### src/rtl/vtpf_pkg.sv
// ----------------------------------------------------------------------------
// vtpf_pkg
// shared types, constants and helpers of the vlan tag parser and filter
// ----------------------------------------------------------------------------
`default_nettype none

package vtpf_pkg;

	localparam int unsigned IDX_W     = 5;
	localparam int unsigned VID_W     = 12;
	localparam int unsigned ETYPE_W   = 16;
	localparam int unsigned CFG_W     = 16;
	localparam int unsigned CFG_IDX_W = 1;

	// register indexes of the configuration port
	localparam logic [CFG_IDX_W-1:0] CFG_DROP_VID   = 1'd0;
	localparam logic [CFG_IDX_W-1:0] CFG_PASS_ETYPE = 1'd1;

	localparam logic [VID_W-1:0]   DROP_VID_RST   = 12'd4011;
	localparam logic [ETYPE_W-1:0] PASS_ETYPE_RST = 16'h0806;

	localparam logic [ETYPE_W-1:0] TPID_CTAG = 16'h8100;
	localparam logic [ETYPE_W-1:0] TPID_STAG = 16'h88A8;

	// byte positions inside the frame header
	localparam logic [IDX_W-1:0] POS_TYPE_HI  = 5'd12;
	localparam logic [IDX_W-1:0] POS_TYPE_LO  = 5'd13;
	localparam logic [IDX_W-1:0] POS_OTCI_HI  = 5'd14;
	localparam logic [IDX_W-1:0] POS_OTCI_LO  = 5'd15;
	localparam logic [IDX_W-1:0] POS_OTYPE_HI = 5'd16;
	localparam logic [IDX_W-1:0] POS_OTYPE_LO = 5'd17;
	localparam logic [IDX_W-1:0] POS_ITCI_HI  = 5'd18;
	localparam logic [IDX_W-1:0] POS_ITCI_LO  = 5'd19;
	localparam logic [IDX_W-1:0] POS_ITYPE_HI = 5'd20;
	localparam logic [IDX_W-1:0] POS_ITYPE_LO = 5'd21;
	localparam logic [IDX_W-1:0] IDX_MAX      = 5'd31;
	localparam logic [IDX_W-1:0] MIN_FRAME    = 5'd22;

	localparam logic [4:0] L3_BASE = 5'd14;
	localparam logic [4:0] TAG_LEN = 5'd4;

	// summary queue between front and back
	localparam int unsigned Q_DEPTH = 2;
	localparam int unsigned Q_PTR_W = (Q_DEPTH > 1) ? $clog2(Q_DEPTH) : 1;
	localparam int unsigned Q_CNT_W = $clog2(Q_DEPTH + 1);

	typedef struct packed {
		logic [7:0] frame_byte;
		logic       last_byte;
	} vtpf_in_t;

	typedef struct packed {
		logic               verdict;
		logic               too_short;
		logic [VID_W-1:0]   outer_vid;
		logic [VID_W-1:0]   inner_vid;
		logic [ETYPE_W-1:0] l3_type;
		logic [4:0]         l3_start;
	} vtpf_out_t;

	// per-frame summary from the parser
	typedef struct packed {
		logic               too_short;
		logic [VID_W-1:0]   outer_vid;
		logic [VID_W-1:0]   inner_vid;
		logic [ETYPE_W-1:0] l3_type;
		logic [4:0]         l3_start;
	} vtpf_sum_t;

	typedef struct packed {
		logic full;
		logic empty;
	} vtpf_qstat_t;

	function automatic logic is_tpid(input logic [ETYPE_W-1:0] t);
		return (t == TPID_CTAG) || (t == TPID_STAG);
	endfunction

endpackage

`default_nettype wire

### src/rtl/vlan_tag_parse_filter_top.sv
// ----------------------------------------------------------------------------
// vlan_tag_parse_filter_top
// single and double vlan tag parser with a per-frame pass/drop verdict
// ----------------------------------------------------------------------------
// usage
//   input channel (in_valid/in_ready/in_data): one frame byte per item, in wire
//   order, with last_byte set on the final byte of each frame
//   output channel (out_valid/out_ready/out_data): one verdict item per frame,
//   carrying drop flag, short flag, outer and inner vid, l3 ethertype and offset
//   config port: cfg_we/cfg_index/cfg_wdata, index 0 is drop_vid, index 1 is
//   pass_ethertype; write only while no frame is in flight
// timing
//   one byte per cycle sustained; in_ready drops only while the two-entry
//   summary queue is full, which happens only if the receiver stalls
//   out_valid rises when the summary moves from the queue to the output register
// reset
//   arst_n clears the parser, the queue and out_valid, and loads drop_vid 4011
//   and pass_ethertype 0x0806
// stall
//   a held verdict stays stable in the output register while bytes keep
//   flowing; up to two further frame summaries queue behind it
// ----------------------------------------------------------------------------
`default_nettype none

module vlan_tag_parse_filter_top (
	input  wire logic                          clk,
	input  wire logic                          arst_n,
	input  wire logic                          in_valid,
	output logic                               in_ready,
	input  vtpf_pkg::vtpf_in_t                 in_data,
	output logic                               out_valid,
	input  wire logic                          out_ready,
	output vtpf_pkg::vtpf_out_t                out_data,
	input  wire logic                          cfg_we,
	input  wire logic [vtpf_pkg::CFG_IDX_W-1:0] cfg_index,
	input  wire logic [vtpf_pkg::CFG_W-1:0]    cfg_wdata
);
	import vtpf_pkg::*;

	logic        in_accept;
	logic        sum_push;
	vtpf_sum_t   sum_data;
	logic        q_pop;
	vtpf_sum_t   q_data;
	vtpf_qstat_t q_stat;

	// byte flow halts whenever the summary queue is full
	assign in_ready  = !q_stat.full;
	assign in_accept = in_valid && in_ready;

	// front: header walk, one byte per cycle unless a full summary queue holds the input
	vtpf_front u_front (
		.clk      (clk),
		.arst_n   (arst_n),
		.accept   (in_accept),
		.item     (in_data),
		.sum_push (sum_push),
		.sum_data (sum_data)
	);

	// decoupling queue of per-frame summaries
	vtpf_fifo u_fifo (
		.clk       (clk),
		.arst_n    (arst_n),
		.push      (sum_push),
		.push_data (sum_data),
		.pop       (q_pop),
		.pop_data  (q_data),
		.stat      (q_stat)
	);

	// back: filter decision and output register
	vtpf_back u_back (
		.clk       (clk),
		.arst_n    (arst_n),
		.cfg_we    (cfg_we),
		.cfg_index (cfg_index),
		.cfg_wdata (cfg_wdata),
		.q_stat    (q_stat),
		.q_data    (q_data),
		.q_pop     (q_pop),
		.out_valid (out_valid),
		.out_ready (out_ready),
		.out_data  (out_data)
	);

endmodule

`default_nettype wire

### src/rtl/vtpf_fifo.sv
// ----------------------------------------------------------------------------
// vtpf_fifo
// short register queue of frame summaries between parser and verdict stage
// ----------------------------------------------------------------------------
`default_nettype none

module vtpf_fifo (
	input  wire logic                clk,
	input  wire logic                arst_n,
	input  wire logic                push,
	input  vtpf_pkg::vtpf_sum_t      push_data,
	input  wire logic                pop,
	output vtpf_pkg::vtpf_sum_t      pop_data,
	output vtpf_pkg::vtpf_qstat_t    stat
);
	import vtpf_pkg::*;

	vtpf_sum_t            mem_q [Q_DEPTH];
	logic [Q_PTR_W-1:0]   wr_ptr_q;
	logic [Q_PTR_W-1:0]   rd_ptr_q;
	logic [Q_CNT_W-1:0]   count_q;
	logic                 do_push;
	logic                 do_pop;

	localparam logic [Q_PTR_W-1:0] PTR_LAST = Q_PTR_W'(Q_DEPTH - 1);
	localparam logic [Q_CNT_W-1:0] CNT_FULL = Q_CNT_W'(Q_DEPTH);

	assign stat.full  = (count_q == CNT_FULL);
	assign stat.empty = (count_q == '0);
	assign do_push    = push && !stat.full;
	assign do_pop     = pop && !stat.empty;
	assign pop_data   = mem_q[rd_ptr_q];

	always_ff @(posedge clk) begin
		if (do_push) begin
			mem_q[wr_ptr_q] <= push_data;
		end
	end

	always_ff @(posedge clk or negedge arst_n) begin
		if (!arst_n) begin
			wr_ptr_q <= '0;
			rd_ptr_q <= '0;
			count_q  <= '0;
		end else begin
			if (do_push) begin
				wr_ptr_q <= (wr_ptr_q == PTR_LAST) ? '0 : wr_ptr_q + 1'b1;
			end
			if (do_pop) begin
				rd_ptr_q <= (rd_ptr_q == PTR_LAST) ? '0 : rd_ptr_q + 1'b1;
			end
			case ({do_push, do_pop})
				2'b10:   count_q <= count_q + 1'b1;
				2'b01:   count_q <= count_q - 1'b1;
				default: count_q <= count_q;
			endcase
		end
	end

endmodule

`default_nettype wire

### src/rtl/vtpf_front.sv
// ----------------------------------------------------------------------------
// vtpf_front
// byte parser: walks the header, captures tags and ethertype, emits a summary
// ----------------------------------------------------------------------------
`default_nettype none

module vtpf_front (
	input  wire logic             clk,
	input  wire logic             arst_n,
	input  wire logic             accept,
	input  vtpf_pkg::vtpf_in_t    item,
	output logic                  sum_push,
	output vtpf_pkg::vtpf_sum_t   sum_data
);
	import vtpf_pkg::*;

	logic [IDX_W-1:0]   byte_index_q, byte_index_n;
	logic [ETYPE_W-1:0] type_hold_q, type_hold_n;
	logic [7:0]         tci_high_q, tci_high_n;
	logic               outer_seen_q, outer_seen_n;
	logic               inner_seen_q, inner_seen_n;
	logic [VID_W-1:0]   outer_id_q, outer_id_n;
	logic [VID_W-1:0]   inner_id_q, inner_id_n;
	logic [ETYPE_W-1:0] type_lo;
	logic               short_frame;

	assign type_lo = {type_hold_q[15:8], item.frame_byte};

	always_comb begin
		type_hold_n  = type_hold_q;
		tci_high_n   = tci_high_q;
		outer_seen_n = outer_seen_q;
		inner_seen_n = inner_seen_q;
		outer_id_n   = outer_id_q;
		inner_id_n   = inner_id_q;
		unique case (byte_index_q)
			POS_TYPE_HI: begin
				type_hold_n = {item.frame_byte, 8'h00};
			end
			POS_TYPE_LO: begin
				type_hold_n  = type_lo;
				outer_seen_n = is_tpid(type_lo);
			end
			POS_OTCI_HI: begin
				if (outer_seen_q) tci_high_n = item.frame_byte;
			end
			POS_OTCI_LO: begin
				if (outer_seen_q) outer_id_n = {tci_high_q[3:0], item.frame_byte};
			end
			POS_OTYPE_HI: begin
				if (outer_seen_q) type_hold_n = {item.frame_byte, 8'h00};
			end
			POS_OTYPE_LO: begin
				if (outer_seen_q) begin
					type_hold_n  = type_lo;
					inner_seen_n = is_tpid(type_lo);
				end
			end
			POS_ITCI_HI: begin
				if (inner_seen_q) tci_high_n = item.frame_byte;
			end
			POS_ITCI_LO: begin
				if (inner_seen_q) inner_id_n = {tci_high_q[3:0], item.frame_byte};
			end
			POS_ITYPE_HI: begin
				if (inner_seen_q) type_hold_n = {item.frame_byte, 8'h00};
			end
			POS_ITYPE_LO: begin
				if (inner_seen_q) type_hold_n = type_lo;
			end
			default: begin
			end
		endcase
	end

	assign byte_index_n = (byte_index_q == IDX_MAX) ? byte_index_q : byte_index_q + 1'b1;

	// frame shorter than the full double-tag header
	assign short_frame = (byte_index_q < (MIN_FRAME - 1'b1));

	assign sum_push = accept && item.last_byte;

	always_comb begin
		sum_data = '0;
		sum_data.too_short = short_frame;
		if (!short_frame) begin
			sum_data.outer_vid = outer_id_n;
			sum_data.inner_vid = inner_id_n;
			sum_data.l3_type   = type_hold_n;
			sum_data.l3_start  = L3_BASE + (outer_seen_n ? TAG_LEN : 5'd0)
				+ (inner_seen_n ? TAG_LEN : 5'd0);
		end
	end

	always_ff @(posedge clk or negedge arst_n) begin
		if (!arst_n) begin
			byte_index_q <= '0;
			type_hold_q  <= '0;
			tci_high_q   <= '0;
			outer_seen_q <= 1'b0;
			inner_seen_q <= 1'b0;
			outer_id_q   <= '0;
			inner_id_q   <= '0;
		end else if (accept) begin
			if (item.last_byte) begin
				byte_index_q <= '0;
				type_hold_q  <= '0;
				tci_high_q   <= '0;
				outer_seen_q <= 1'b0;
				inner_seen_q <= 1'b0;
				outer_id_q   <= '0;
				inner_id_q   <= '0;
			end else begin
				byte_index_q <= byte_index_n;
				type_hold_q  <= type_hold_n;
				tci_high_q   <= tci_high_n;
				outer_seen_q <= outer_seen_n;
				inner_seen_q <= inner_seen_n;
				outer_id_q   <= outer_id_n;
				inner_id_q   <= inner_id_n;
			end
		end
	end

endmodule

`default_nettype wire

### src/rtl/vtpf_back.sv
// ----------------------------------------------------------------------------
// vtpf_back
// verdict stage: filter registers, drop decision and output register
// ----------------------------------------------------------------------------
`default_nettype none

module vtpf_back (
	input  wire logic                          clk,
	input  wire logic                          arst_n,
	input  wire logic                          cfg_we,
	input  wire logic [vtpf_pkg::CFG_IDX_W-1:0] cfg_index,
	input  wire logic [vtpf_pkg::CFG_W-1:0]    cfg_wdata,
	input  vtpf_pkg::vtpf_qstat_t              q_stat,
	input  vtpf_pkg::vtpf_sum_t                q_data,
	output logic                               q_pop,
	output logic                               out_valid,
	input  wire logic                          out_ready,
	output vtpf_pkg::vtpf_out_t                out_data
);
	import vtpf_pkg::*;

	logic [VID_W-1:0]   drop_vid_q;
	logic [ETYPE_W-1:0] pass_etype_q;
	logic               out_valid_q;
	vtpf_out_t          out_data_q;
	vtpf_out_t          result;

	always_ff @(posedge clk or negedge arst_n) begin
		if (!arst_n) begin
			drop_vid_q   <= DROP_VID_RST;
			pass_etype_q <= PASS_ETYPE_RST;
		end else if (cfg_we) begin
			unique case (cfg_index)
				CFG_DROP_VID:   drop_vid_q   <= cfg_wdata[VID_W-1:0];
				CFG_PASS_ETYPE: pass_etype_q <= cfg_wdata[ETYPE_W-1:0];
				default: begin
				end
			endcase
		end
	end

	always_comb begin
		result.too_short = q_data.too_short;
		result.outer_vid = q_data.outer_vid;
		result.inner_vid = q_data.inner_vid;
		result.l3_type   = q_data.l3_type;
		result.l3_start  = q_data.l3_start;
		if (q_data.too_short) begin
			result.verdict = 1'b1;
		end else if (q_data.l3_type == pass_etype_q) begin
			result.verdict = 1'b0;
		end else begin
			result.verdict = (q_data.outer_vid == drop_vid_q);
		end
	end

	assign q_pop = !q_stat.empty && (!out_valid_q || out_ready);

	always_ff @(posedge clk or negedge arst_n) begin
		if (!arst_n) begin
			out_valid_q <= 1'b0;
		end else if (q_pop) begin
			out_valid_q <= 1'b1;
		end else if (out_ready) begin
			out_valid_q <= 1'b0;
		end
	end

	always_ff @(posedge clk) begin
		if (q_pop) begin
			out_data_q <= result;
		end
	end

	assign out_valid = out_valid_q;
	assign out_data  = out_data_q;

endmodule

`default_nettype wire

### config.mk
export PLATFORM = sky130hd
export DESIGN_NAME = vlan_tag_parse_filter_top
export DESIGN_NICKNAME = d
export VERILOG_FILES = /design/src/rtl/vtpf_pkg.sv /design/src/rtl/vlan_tag_parse_filter_top.sv /design/src/rtl/vtpf_fifo.sv /design/src/rtl/vtpf_front.sv /design/src/rtl/vtpf_back.sv
export SDC_FILE = /design/constraint.sdc
export NUM_CORES = 1
export LEC_CHECK = 0
export BUFFER_PORTS_ARGS = -buffer_cell sky130_fd_sc_hd__clkbuf_2
export CORE_AREA = 2 2 181 183
export DETAILED_ROUTE_END_ITERATION = 8
export DIE_AREA = 0 0 183 185
export MAX_ROUTING_LAYER = met4
export PLACE_DENSITY_LB_ADDON = 0.15
export SETUP_SLACK_MARGIN = 0.02
export SYNTH_ARGS = -nofsm -noshare
export SYNTH_HDL_FRONTEND = slang
export SYNTH_HIERARCHICAL = 1
export SYNTH_SLANG_ARGS = --single-unit
export TNS_END_PERCENT = 20
### constraint.sdc
create_clock -name clk -period 4.8 [get_ports clk]
set_input_delay 1.44 -clock clk [delete_from_list [all_inputs] [get_ports clk]]
set_output_delay 1.44 -clock clk [all_outputs]
set_load 0.01 [all_outputs]
# After elaboration in Yosys (flattened, before gate mapping)
# Memory sizes are Yosys's and may differ from the RTL's.
# Cells that the tools add are included.
# Widths: inputs -> output; s select.
totals:
  regBits: 131
  mem_bits_rw: 92
  inputBits: 31
  memories: 1
classes:
  addsub: 7
  order_cmp: 1
  n_eq_ne: 21
  n_mux: 34
  bitwise: 1
  n_reduce_logical: 18
memory_table:
  columns: ["memory", "words", "width", "read_ports", "rd_clocked_by_memory_dff", "wr", "line_no", "source"]
  rows:
  - ["u_fifo.mem_q", 2, 46, 1, 0, 1, "vtpf_fifo.sv:18", "vtpf_sum_t mem_q [Q_DEPTH];"]
ops:
  columns: ["cell", "count"]
  rows:
  - ["$pmux 16 s6", 1]
  - ["$mux 12", 6]
  - ["$mux 16", 3]
  - ["$mux 45", 1]
  - ["$eq 5x5->1 const B", 7]
  - ["$eq 16x16->1 const B", 2]
  - ["$eq 5x4->1 const B", 4]
  - ["$eq 16x16->1", 1]
  - ["$mux 8", 2]
  - ["$eq 12x12->1", 1]
  - ["$mux 1", 12]
  - ["$mux 4", 3]
  - ["$mux 5", 2]
  - ["$pmux 4 s2", 1]
  - ["$mux 3", 2]
  - ["$ne 3x2->1 const B", 2]
  - ["$reduce_and 2->1", 3]
  - ["$add 4x5->5 const A", 1]
  - ["$add 5x1->5 const B", 1]
  - ["$add 5x5->5", 1]
  - ["$logic_and 1x1->1", 5]
  - ["$lt 5x5->1 const B", 1]
  - ["$eq 2x2->1 const B", 2]
  - ["$pmux 2 s2", 1]
  - ["12 further kinds", 17]

# Longest topological paths before layout
# Gate-level depths: netlist (run 1).
logic_depth:
  depth_word: 7
  depth_mapped: 10
  depth_no_buf: 10

# Hierarchy
# Netlist (run 1), hierarchy kept.
modules_own_cells:
  columns: ["mod", "instances", "cells_per_inst", "area_per_inst_um2", "seq_area_each_um2"]
  rows:
  - ["vtpf_fifo", 1, 161, 3639.7, 2862.7]
  - ["vtpf_front", 1, 313, 2975.4, 1276.2]
  - ["vtpf_back", 1, 149, 2837.7, 2152.1]
  - ["vlan_tag_parse_filter_top", 1, 2, 10.0, 0.0]

# Worst setup path before layout (run 1)
# OpenSTA, ideal clock, no wires.
synth_timing:
  kind: "input port to flip-flop"
  startpoint: "input out_ready"
  endpoint: "register u_fifo.count_q[1]"
  arrival_time_ps: 4802
  required_ps: 4721
  path_slack_ps: -82
  path_stages: 6
  n_path_buf: 0
  cell_sequence: "inv_1 a21oi_1 nor2b_2 ha_1 nor2_1 xor2_1"
synth_between:
  elab_chain_len: 5
  elab_cells_between_ends: 7
  classes_between: "eq/ne (2); mux (1); reduce/logical (4)"
synth_rtl:
  columns: ["item", "line_no", "source"]
  rows:
  - ["from (decl)", "vlan_tag_parse_filter_top.sv:32", "input wire logic out_ready,"]
  - ["$logic_or 1x1->1 *", "vtpf_back.sv:57", "assign q_pop = !q_stat.empty && (!out_valid_q || out_ready);"]
  - ["$logic_and 1x1->1 *", "vtpf_back.sv:57", null]
  - ["net q_pop", "vlan_tag_parse_filter_top.sv:43", "logic q_pop;"]
  - ["$logic_and 1x1->1 *", "vtpf_fifo.sv:31", "assign do_pop = pop && !stat.empty;"]
  - ["net u_fifo.do_pop", "vtpf_fifo.sv:23", "logic do_pop;"]
  - ["$eq 2x1->1 or $eq 2x2->1 (tied branches)", "vtpf_fifo.sv:52", "case ({do_push, do_pop})"]
  - ["$pmux 2 s2 or $reduce_bool 2->1 (tied branches)", null, null]
  - ["to (signal assigned)", "vtpf_fifo.sv:53", "2'b10: count_q <= count_q + 1'b1;"]
  - ["to (signal assigned)", "vtpf_fifo.sv:54", "2'b01: count_q <= count_q - 1'b1;"]
  - ["to (signal assigned)", "vtpf_fifo.sv:55", "default: count_q <= count_q;"]
  - ["to (decl)", "vtpf_fifo.sv:21", "logic [Q_CNT_W-1:0] count_q;"]
# The timed path passes the listed nets; every way through them passes the cells marked *.
# A chain may end at the register's enable or synchronous reset.

# Worst setup path in the final report (run 1)
layout_timing:
  startpoint: "input in_valid"
  endpoint: "register u_front.outer_id_q[6]"
layout_between:
  elab_chain_len: 1
layout_rtl:
  columns: ["item", "line_no", "source"]
  rows:
  - ["from (decl)", "vlan_tag_parse_filter_top.sv:28", "input wire logic in_valid,"]
  - ["$logic_and 1x1->1", "vlan_tag_parse_filter_top.sv:49", "assign in_accept = in_valid && in_ready;"]
  - ["net in_accept", "vlan_tag_parse_filter_top.sv:40", "logic in_accept;"]
  - ["to (signal assigned)", "vtpf_front.sv:119", "outer_id_q <= outer_id_n;"]
  - ["to (decl)", "vtpf_front.sv:22", "logic [VID_W-1:0] outer_id_q, outer_id_n;"]
# The timed path passes the listed nets, and every way through them passes these cells.

==> flow_summary_export.csv, run 1 <==
group,metric,value,unit
setup_path,crit_type,"in2reg",
sta,tightest_slew,1222,ps
floorplanning,fp.dieH,185,microns
clock_network,cts_sinks,223,
clock_network,clk_pin_slew,60,ps
logic_synthesis,synth_area_leaders,"edfxtp_1 44%, dfrtp_1 19%, mux2_2 5.4%",
detailed_routing,num_vias,5425,
final_layout,syn2layout_area_growth,18.44,%
detailed_routing,vias_per_cell,4.792,
placed_design,hpwl,14930,microns
logic_synthesis,yosys.area.top_type,"edfxtp_1",
logic_synthesis,synth_common_cells,"139 x edfxtp_1, 72 x dfrtp_1, 54 x nand2_1",
job,drv_cap,0,
logic_synthesis,synth_area,9463,sq um
clock_network,htreeDepth,1,
logic_synthesis,synth.most_common_cell,"edfxtp_1",
setup_path,crit_path_start_kind,"input port",
sta,hold_ws,499.8,ps
clock_network,post_cts_buffers,0,
floorplanning,core,32040,sq um
grt,grt_pass1_wl,34050,microns
setup_path,reg2reg_to,"u_front/outer_id_q[6]",
logic_synthesis,syn_area_per_cell,15.14,sq um
worst_hold_path,whs_path_depth,1,
setup_path,regToRegSetupSlack,1920,ps
grt,antenna_found_initial,0,
floorplanning,initial_utilization,29.53,%
clock_network,clock_path_buffers,3,
final_layout,nNetsFinal,743,
sta,period_needed,3225,ps
sta,fmax,310.1,MHz
setup_path,timing.rr.start,"u_fifo/count_q[0]",
detailed_routing,dr.pass1.iters,5,
setup_path,rr_worst_depth,6,
sta,post-route-period-util,67.18,%
sta,slew_headroom,18.35,%
floorplanning,fp-row-count,66,
clock_network,cts_made_buffers,26,
logic_synthesis,yosys.cell_types.count,57,
grt,grt_max_degree,53,
logic_synthesis,syn-num-nets,664,
pwr,vdd_drop_max,258.1,uV
final_layout,fillCellCount,3066,
clock_network,clock_latency,520,ps
logic_synthesis,synth-main-ff-cell,"edfxtp_1",
final_layout,drive_gt1_share,32.32,%
worst_hold_path,whs_endpoint,"u_front/outer_id_q[9]",
sta,rsz0062_at_grt,"no",
detailed_routing,wire_per_inst,19.44,microns
placed_design,port_buffers,79,
run_status,outcome,"finished clean",
final_layout,antenna_cells,0,
sta,finalSetupTns,0,ps
final_layout,fin_util,34.98,%
clock_network,cts_tree,"built",
detailed_routing,drt_iter0_drc,284,
logic_synthesis,seq_area_frac_synth,66.48,%
grt,track_usage,13.55,%
setup_path,cp_max_fo,17,
logic_synthesis,synth_enable_flop_cells,139,
placed_design,dp.cells,1084,
logic_synthesis,synth_top_area_share,44.11,%
logic_synthesis,ys_async_sr_fraction,37.67,%
logic_synthesis,netlist_instances,625,
floorplanning,die_x,183,microns
final_layout,fin_cells,1132,
grt,grt_overflow_total,0,
grt,grt_pass1_vias,5664,
setup_path,arrival,3670,ps
pwr,power.density,532.0,nW/um^2
worst_hold_path,hp-class,"reg2reg",
sta,drv_slew,0,
pwr,power.leakage,0.004268,uW
setup_path,endpoint_kind,"register",
placed_design,gp_congestion,0.7980,
worst_hold_path,hp-start,"u_front/outer_id_q[9]",
logic_synthesis,yosysWarnings,6,
setup_path,crit_required,5250,ps
floorplanning,ios,80,
detailed_routing,ant_nets,0,
sta,finalSetupViolations,0,
clock_network,cts_resized,0,
clock_network,cts-root-buf,"clkbuf_16",
detailed_routing,wirelength,22000,microns
sta,skew,16.07,ps
floorplanning,dieArea,33860,sq um
logic_synthesis,ys_ff_latch,223,
detailed_routing,drc,0,
clock_network,postCtsHoldBufs,0,
sta,hold_viol_final,0,
## cell type report
type | count | area [sq um] | area share [%]
clock inverter | 13 | 215.2 | 1.920
sequential | 223 | 6292 | 56.14
inverter | 12 | 45.04 | 0.4019
clock buffer | 35 | 725.7 | 6.475
tap | 408 | 510.5 | 4.555
timing repair buffer | 87 | 483.0 | 4.309
multi-input combinational | 354 | 2937 | 26.20
## critical path, stage by stage
cell and delay, ps:
clkbuf_2 80, nor2b_1 470, nand2b_1 600, nor2_1 820, a22o_1 260
## metal layers
metal  GRT usage [%]  wire length, microns  up-vias
met5               -                     0        -
met4           3.872                   437        0
met3           2.772                  1347       31
met2           20.03                  9606      169
met1           18.89                 10610     2719
li1                -                     -     2506
## per-stage QoR
step           setup slack (ps)  instance area [sq um]  power, uW
2_1_floorplan             206.4                   9467       3471
3_3_place_gp               1219                  10270       3881
3_5_place_dp               1059                  10270       3894
4_1_cts                    1628                  11210       6082
5_1_grt                    1376                  11210       6276
6_report                   1575                  11210       5963
## layout by cell type, fill, tap and decap left out, types with 4 or more instances in the layout
cell         n
edfxtp_1   139
clkbuf_2    78
dfrtp_1     71
nand2_1     54
a22o_1      46
mux2_2      45
a21oi_1     34
xor2_1      30
mux2_4      30
clkbuf_16   27
inv_1       12
dfstp_2     12
nand3_1     10
o21ai_0      9
nor2_1       9
o2bb2ai_1    9
ha_1         8
a22oi_1      8
buf_4        7
bufinv_16    6
clkbuf_1     6
nor4_1       4
nor4_2       4
## where the power goes
part / total, uW / switching (uW) / internal [uW] / leakage [uW]
Combinational: 1180 / 656 / 521 / 0.00143
Sequential: 2650 / 188 / 2460 / 0.00238
Clock: 2140 / 763 / 1380 / 0.000460
Total: 5960 / 1610 / 4360 / 0.00427
## flip-flops by register name (all words and copies together), names as in the netlist
register / cells
u_fifo/rd_ptr_q: 1
u_fifo/mem_q: 92
u_front/byte_index_q: 5
u_back/out_valid: 1
u_fifo/count_q: 2
u_front/inner_seen_q: 1
u_front/tci_high_q: 4
u_front/outer_id_q: 12
u_fifo/wr_ptr_q: 1
u_front/outer_seen_q: 1
u_back/out_data: 47
u_back/pass_etype_q: 16
u_front/type_hold_q: 16
u_back/drop_vid_q: 12
u_front/inner_id_q: 12
## kinds of logic after synthesis
group / synth area share, %
other cells: 0.03963
xor+xnor: 3.054
simple gates: 6.373
compound gates: 9.586
mux: 10.67
fa+ha+maj: 1.058
buf+inv: 2.737
flops: 66.48
## worst max-delay path by stage
stage | startpoint | to | slack [ps]
final | in_valid | u_front/outer_id_q[6] | 1580
after global routing | in_valid | u_front/outer_id_q[4] | 1380
after CTS | in_valid | u_front/inner_id_q[8] | 1630
after detailed placement | in_valid | u_front/inner_id_q[8] | 1060
after global placement | in_valid | u_fifo/mem_q[1][5] | 1220
after floorplan | in_valid | u_fifo/mem_q[0][0] | 210
Power figures use the tool's default switching activity.
==> run 2, diff against run 1 <==
- clock period: 4.8 -> 3.35 ns (I/O delays scaled with it)
==> flow_summary_export.csv, run 2 (synthesis gave the netlist of run 1 again) <==
group,metric,value,unit
clock_network,cts_tree,"built",
setup_path,endpoint_kind,"register",
clock_network,clk_pin_slew,60,ps
sta,tightest_slew,1104,ps
clock_network,htreeDepth,1,
grt,grtUsageMet1,18.99,%
setup_path,crit_path_start_kind,"register",
clock_network,cts_resized,0,
pwr,vdd_drop_max,350.0,uV
detailed_routing,dr.pass1.iters,5,
clock_network,postCtsHoldBufs,0,
final_layout,largest_register,"u_fifo/mem_q",
final_layout,fillCellCount,3092,
sta,period_needed,2582,ps
final_layout,antenna_cells,0,
placed_design,gp_congestion,0.8435,
placed_design,port_buffers,79,
final_layout,layout.area.seq,6292,sq um
setup_path,rr_worst_depth,5,
run_status,outcome,"finished clean",
clock_network,clock_latency,520,ps
floorplanning,initial_utilization,29.53,%
grt,track_usage,13.56,%
pwr,power.density,733.1,nW/um^2
setup_path,crit_type,"reg2reg",
pwr,power.leakage,0.004245,uW
detailed_routing,ant_nets,0,
clock_network,cts_made_buffers,25,
sta,fmax,387.2,MHz
job,drv_cap,0,
detailed_routing,vias_per_cell,4.786,
grt,grtUsageMet2,19.88,%
sta,hold_viol_final,0,
setup_path,cp_max_fo,13,
detailed_routing,drt_iter0_drc,307,
grt,grt_pass1_wl,34070,microns
clock_network,cts-root-buf,"clkbuf_16",
floorplanning,fp.dieH,185,microns
sta,post-route-period-util,77.09,%
sta,finalSetupTns,0,ps
setup_path,crit_required,3800,ps
sta,drv_slew,0,
placed_design,hpwl,15220,microns
grt,top_usage_layer,"met2",
sta,skew,14.21,ps
final_layout,nNetsFinal,751,
final_layout,drive_gt1_share,33.01,%
sta,finalSetupViolations,0,
floorplanning,die_x,183,microns
detailed_routing,drc,0,
worst_hold_path,whs_path_depth,1,
floorplanning,ios,80,
sta,slew_headroom,25.92,%
final_layout,final_common_cell,"edfxtp_1",
sta,hold_ws,500.8,ps
worst_hold_path,hp-class,"reg2reg",
setup_path,arrival,3030,ps
grt,grt_pass1_vias,5703,
final_layout,largest_reg_flops,92,
grt,grt_max_degree,45,
final_layout,syn2layout_area_growth,17.81,%
detailed_routing,num_vias,5446,
floorplanning,core,32040,sq um
floorplanning,dieArea,33860,sq um
detailed_routing,wirelength,22060,microns
floorplanning,fp-row-count,66,
clock_network,post_cts_buffers,0,
sta,rsz0062_at_grt,"no",
grt,antenna_found_initial,0,
final_layout,final_cell_mix,"139 x edfxtp_1, 78 x clkbuf_2, 71 x dfrtp_1",
grt,grt.met3_usage,2.595,%
clock_network,clock_path_buffers,3,
grt,grt_overflow_total,0,
detailed_routing,wire_per_inst,19.39,microns
clock_network,cts_sinks,223,
final_layout,multi_input_comb_area,2937,sq um
-- run 2: changes by cell type in the layout (fill, tap and decap cells not counted), sizes merged --
cell,before,now
buf,9,18
bufinv,6,2
clkbuf,113,111
clkinvlp,0,2
clkinv,7,8
-- run 2: metrics by stage --
stage / instances / power [uW] / cell area (sq um) / util [%] / worst slack, ps
after CTS: 1138 / 8333 / 11150 / 34.79 / 754.6
after floorplan: 625 / 4977 / 9482 / - / 122.9
final: 1138 / 8173 / 11150 / 34.79 / 767.6
after global placement: 1093 / 5586 / 10350 / 32.29 / 503.0
after global routing: 1138 / 8589 / 11150 / 34.79 / 555.2
after detailed placement: 1093 / 5625 / 10350 / 32.29 / 480.0
-- run 2: worst paths after layout --
kind | endpoint | start | slack (ps)
setup / recovery | u_front/outer_id_q[9] | u_front/byte_index_q[3] | 770
hold / removal | u_front/outer_id_q[4] | u_front/outer_id_q[4] | 500
setup reg to reg | u_front/outer_id_q[9] | u_front/byte_index_q[3] | 770
hold reg to reg | u_front/outer_id_q[4] | u_front/outer_id_q[4] | 500
max in group asynchronous | u_fifo/wr_ptr_q | arst_n | 2140
min in group asynchronous | u_front/type_hold_q[6] | arst_n | 540
-- run 2: critical path: stages (launching register included) --
cell     delay, ps
dfrtp_1        670
and3_1         280
ha_1           200
nand2_1        330
nor2_1         760
a22o_1         270
-- run 2: final cells by class --
class,count,share of cell area (%)
Timing Repair Buffer,96,5.051
Clock inverter,12,1.033
Multi-Input combinational cell,354,26.34
Tap cell,408,4.579
Clock buffer,33,6.150
Sequential cell,223,56.44
Inverter,12,0.4040
-- run 2: layer usage --
metal  routed length, microns  part of all wire [%]
met1                    10580                    48
met2                     9681                    44
met3                     1159                   5.3
met4                      648                   2.9
met5                        0                     0
-- run 2: power breakdown --
group	switching [uW]	total (uW)	leakage (uW)	internal, uW
Clock	1060	2650	0.000389	1590
Combinational	984	1760	0.00148	771
Sequential	249	3770	0.00238	3520
Total	2300	8170	0.00425	5880
==> run 3, diff against run 2 <==
- clock period: 3.35 -> 2.45 ns (I/O delays scaled with it)
==> flow_summary_export.csv, run 3 (synthesis gave the netlist of run 1 again) <==
group,metric,value,unit
run_status,outcome,"finished clean",
clock_network,cts_sinks,223,
setup_path,arrival,1510,ps
detailed_routing,dr.pass1.iters,5,
clock_network,post_cts_buffers,0,
sta,skew,14.02,ps
setup_path,crit_type,"reg2out",
placed_design,dp.cells,1116,
final_layout,layout.area.seq,6292,sq um
sta,hold_viol_final,0,
grt,grt_overflow_total,0,
floorplanning,ios,80,
clock_network,clock_latency,520,ps
final_layout,multi_input_comb_area,2979,sq um
sta,fmax,445.2,MHz
detailed_routing,num_vias,5527,
clock_network,cts_tree,"built",
detailed_routing,vias_per_cell,4.748,
worst_hold_path,hp-class,"in2async",
grt,antenna_found_initial,0,
setup_path,cp_max_fo,4,
sta,drv_slew,0,
sta,period_needed,2246,ps
detailed_routing,drt_iter0_drc,331,
clock_network,htreeDepth,1,
sta,tightest_slew,570.9,ps
placed_design,port_buffers,79,
clock_network,cts_made_buffers,26,
final_layout,final_cell_mix,"139 x edfxtp_1, 78 x clkbuf_2, 71 x dfrtp_1",
final_layout,nNetsFinal,775,
final_layout,drive_gt1_share,35.98,%
final_layout,largest_register,"u_fifo/mem_q",
grt,track_usage,13.60,%
sta,slew_headroom,61.81,%
grt,grt_pass1_wl,34130,microns
final_layout,fillCellCount,3072,
final_layout,largest_reg_flops,92,
setup_path,crit_required,1710,ps
grt,grt_pass1_vias,5587,
detailed_routing,drc,0,
pwr,power.leakage,0.004439,uW
pwr,power.density,1025,nW/um^2
detailed_routing,wire_per_inst,19.09,microns
sta,rsz0062_at_grt,"no",
final_layout,syn2layout_area_growth,21.72,%
floorplanning,die_x,183,microns
floorplanning,core,32040,sq um
clock_network,clock_path_buffers,3,
detailed_routing,ant_nets,0,
floorplanning,fp.dieH,185,microns
clock_network,cts-root-buf,"clkbuf_16",
setup_path,endpoint_kind,"output port",
final_layout,fin_cells,1164,
floorplanning,fp-row-count,66,
placed_design,placed_area,10600,sq um
detailed_routing,wirelength,22220,microns
placed_design,hpwl,15490,microns
final_layout,final_common_cell,"edfxtp_1",
setup_path,crit_path_start_kind,"register",
sta,post-route-period-util,91.69,%
placed_design,gp_congestion,0.8145,
pwr,total_power,11810,uW
final_layout,fin_area,11520,sq um
final_layout,antenna_cells,0,
clock_network,clk_pin_slew,60,ps
floorplanning,dieArea,33860,sq um
setup_path,regToRegSetupSlack,230,ps
sta,finalSetupViolations,0,
grt,grt_max_degree,33,
job,drv_cap,0,
floorplanning,initial_utilization,29.53,%
pwr,vdd_drop_max,582.1,uV
==> run 3: changes by cell type in the layout (fill, tap and decap cells not counted), moves of 3 or more <==
cell,change
buf_12,+3
buf_4,+20
bufinv_16,+3
clkbuf_1,+4
nor2_1,-3
nor2_2,+3
==> run 3: worst max-delay path, stage by stage, from the launching register on <==
cell,delay [ps]
dfrtp_1,430
nand2b_1,230
inv_1,150
inv_1,60
clkbuf_2,120
==> run 3: path summary, 6_finish.rpt <==
| kind | startpoint | to | cells after the start |
|---|---|---|---|
| max reg2reg | u_fifo/rd_ptr_q | u_back/out_data[46] | 6 |
| min | arst_n | u_back/pass_etype_q[12] | 1 |
| min reg2reg | u_front/outer_id_q[2] | u_front/outer_id_q[2] | 1 |
| max in group asynchronous | arst_n | u_back/drop_vid_q[9] | 2 |
| min in group clk | out_ready | u_back/out_valid | 2 |
| max | u_fifo/count_q[0] | in_ready | 4 |
==> run 3: metal layers <==
| metal | up-vias | GRT usage, % | wire [microns] |
|---|---|---|---|
| met5 | - | - | 0 |
| met2 | 173 | 20.05 | 9694 |
| met1 | 2758 | 19.51 | 10800 |
| met4 | 0 | 3.200 | 467 |
| li1 | 2564 | - | - |
| met3 | 32 | 2.438 | 1260 |
==> run 3: power by group <==
| part | total, uW | switching [uW] | leakage, uW | internal [uW] |
|---|---|---|---|---|
| Sequential | 5070 | 255 | 0.00238 | 4810 |
| Clock | 4110 | 1480 | 0.000447 | 2630 |
| Combinational | 2630 | 1460 | 0.00161 | 1170 |
==> run 3: repair_timing <==
item                                    4_1_cts  5_1_grt
hold buffers                                  0        0
gates resized for setup                       0        1
endpoints found under the setup margin        0        1
==> run 3: cell type report <==
class | count | share of cell area (%)
Clock inverter | 9 | 1.456
Timing Repair Buffer | 119 | 6.713
Inverter | 12 | 0.3911
Clock buffer | 39 | 6.518
Sequential cell | 223 | 54.63
Multi-Input combinational cell | 354 | 25.86
Tap cell | 408 | 4.432
==> run 3: per-stage QoR <==
step | setup TNS, ps | utilization [%] | worst slack, ps | hold slack, ps
6_report | 0 | 35.95 | 203.6 | 172.7
5_1_grt | 0 | 35.95 | 84.89 | 185.3
4_1_cts | 0 | 35.94 | 175.9 | 157.3
3_5_place_dp | -270.9 | 33.08 | -77.02 | 484.9
3_3_place_gp | -144.4 | 33.08 | -44.62 | 483.0
2_1_floorplan | -65.52 | - | -65.52 | 439.4
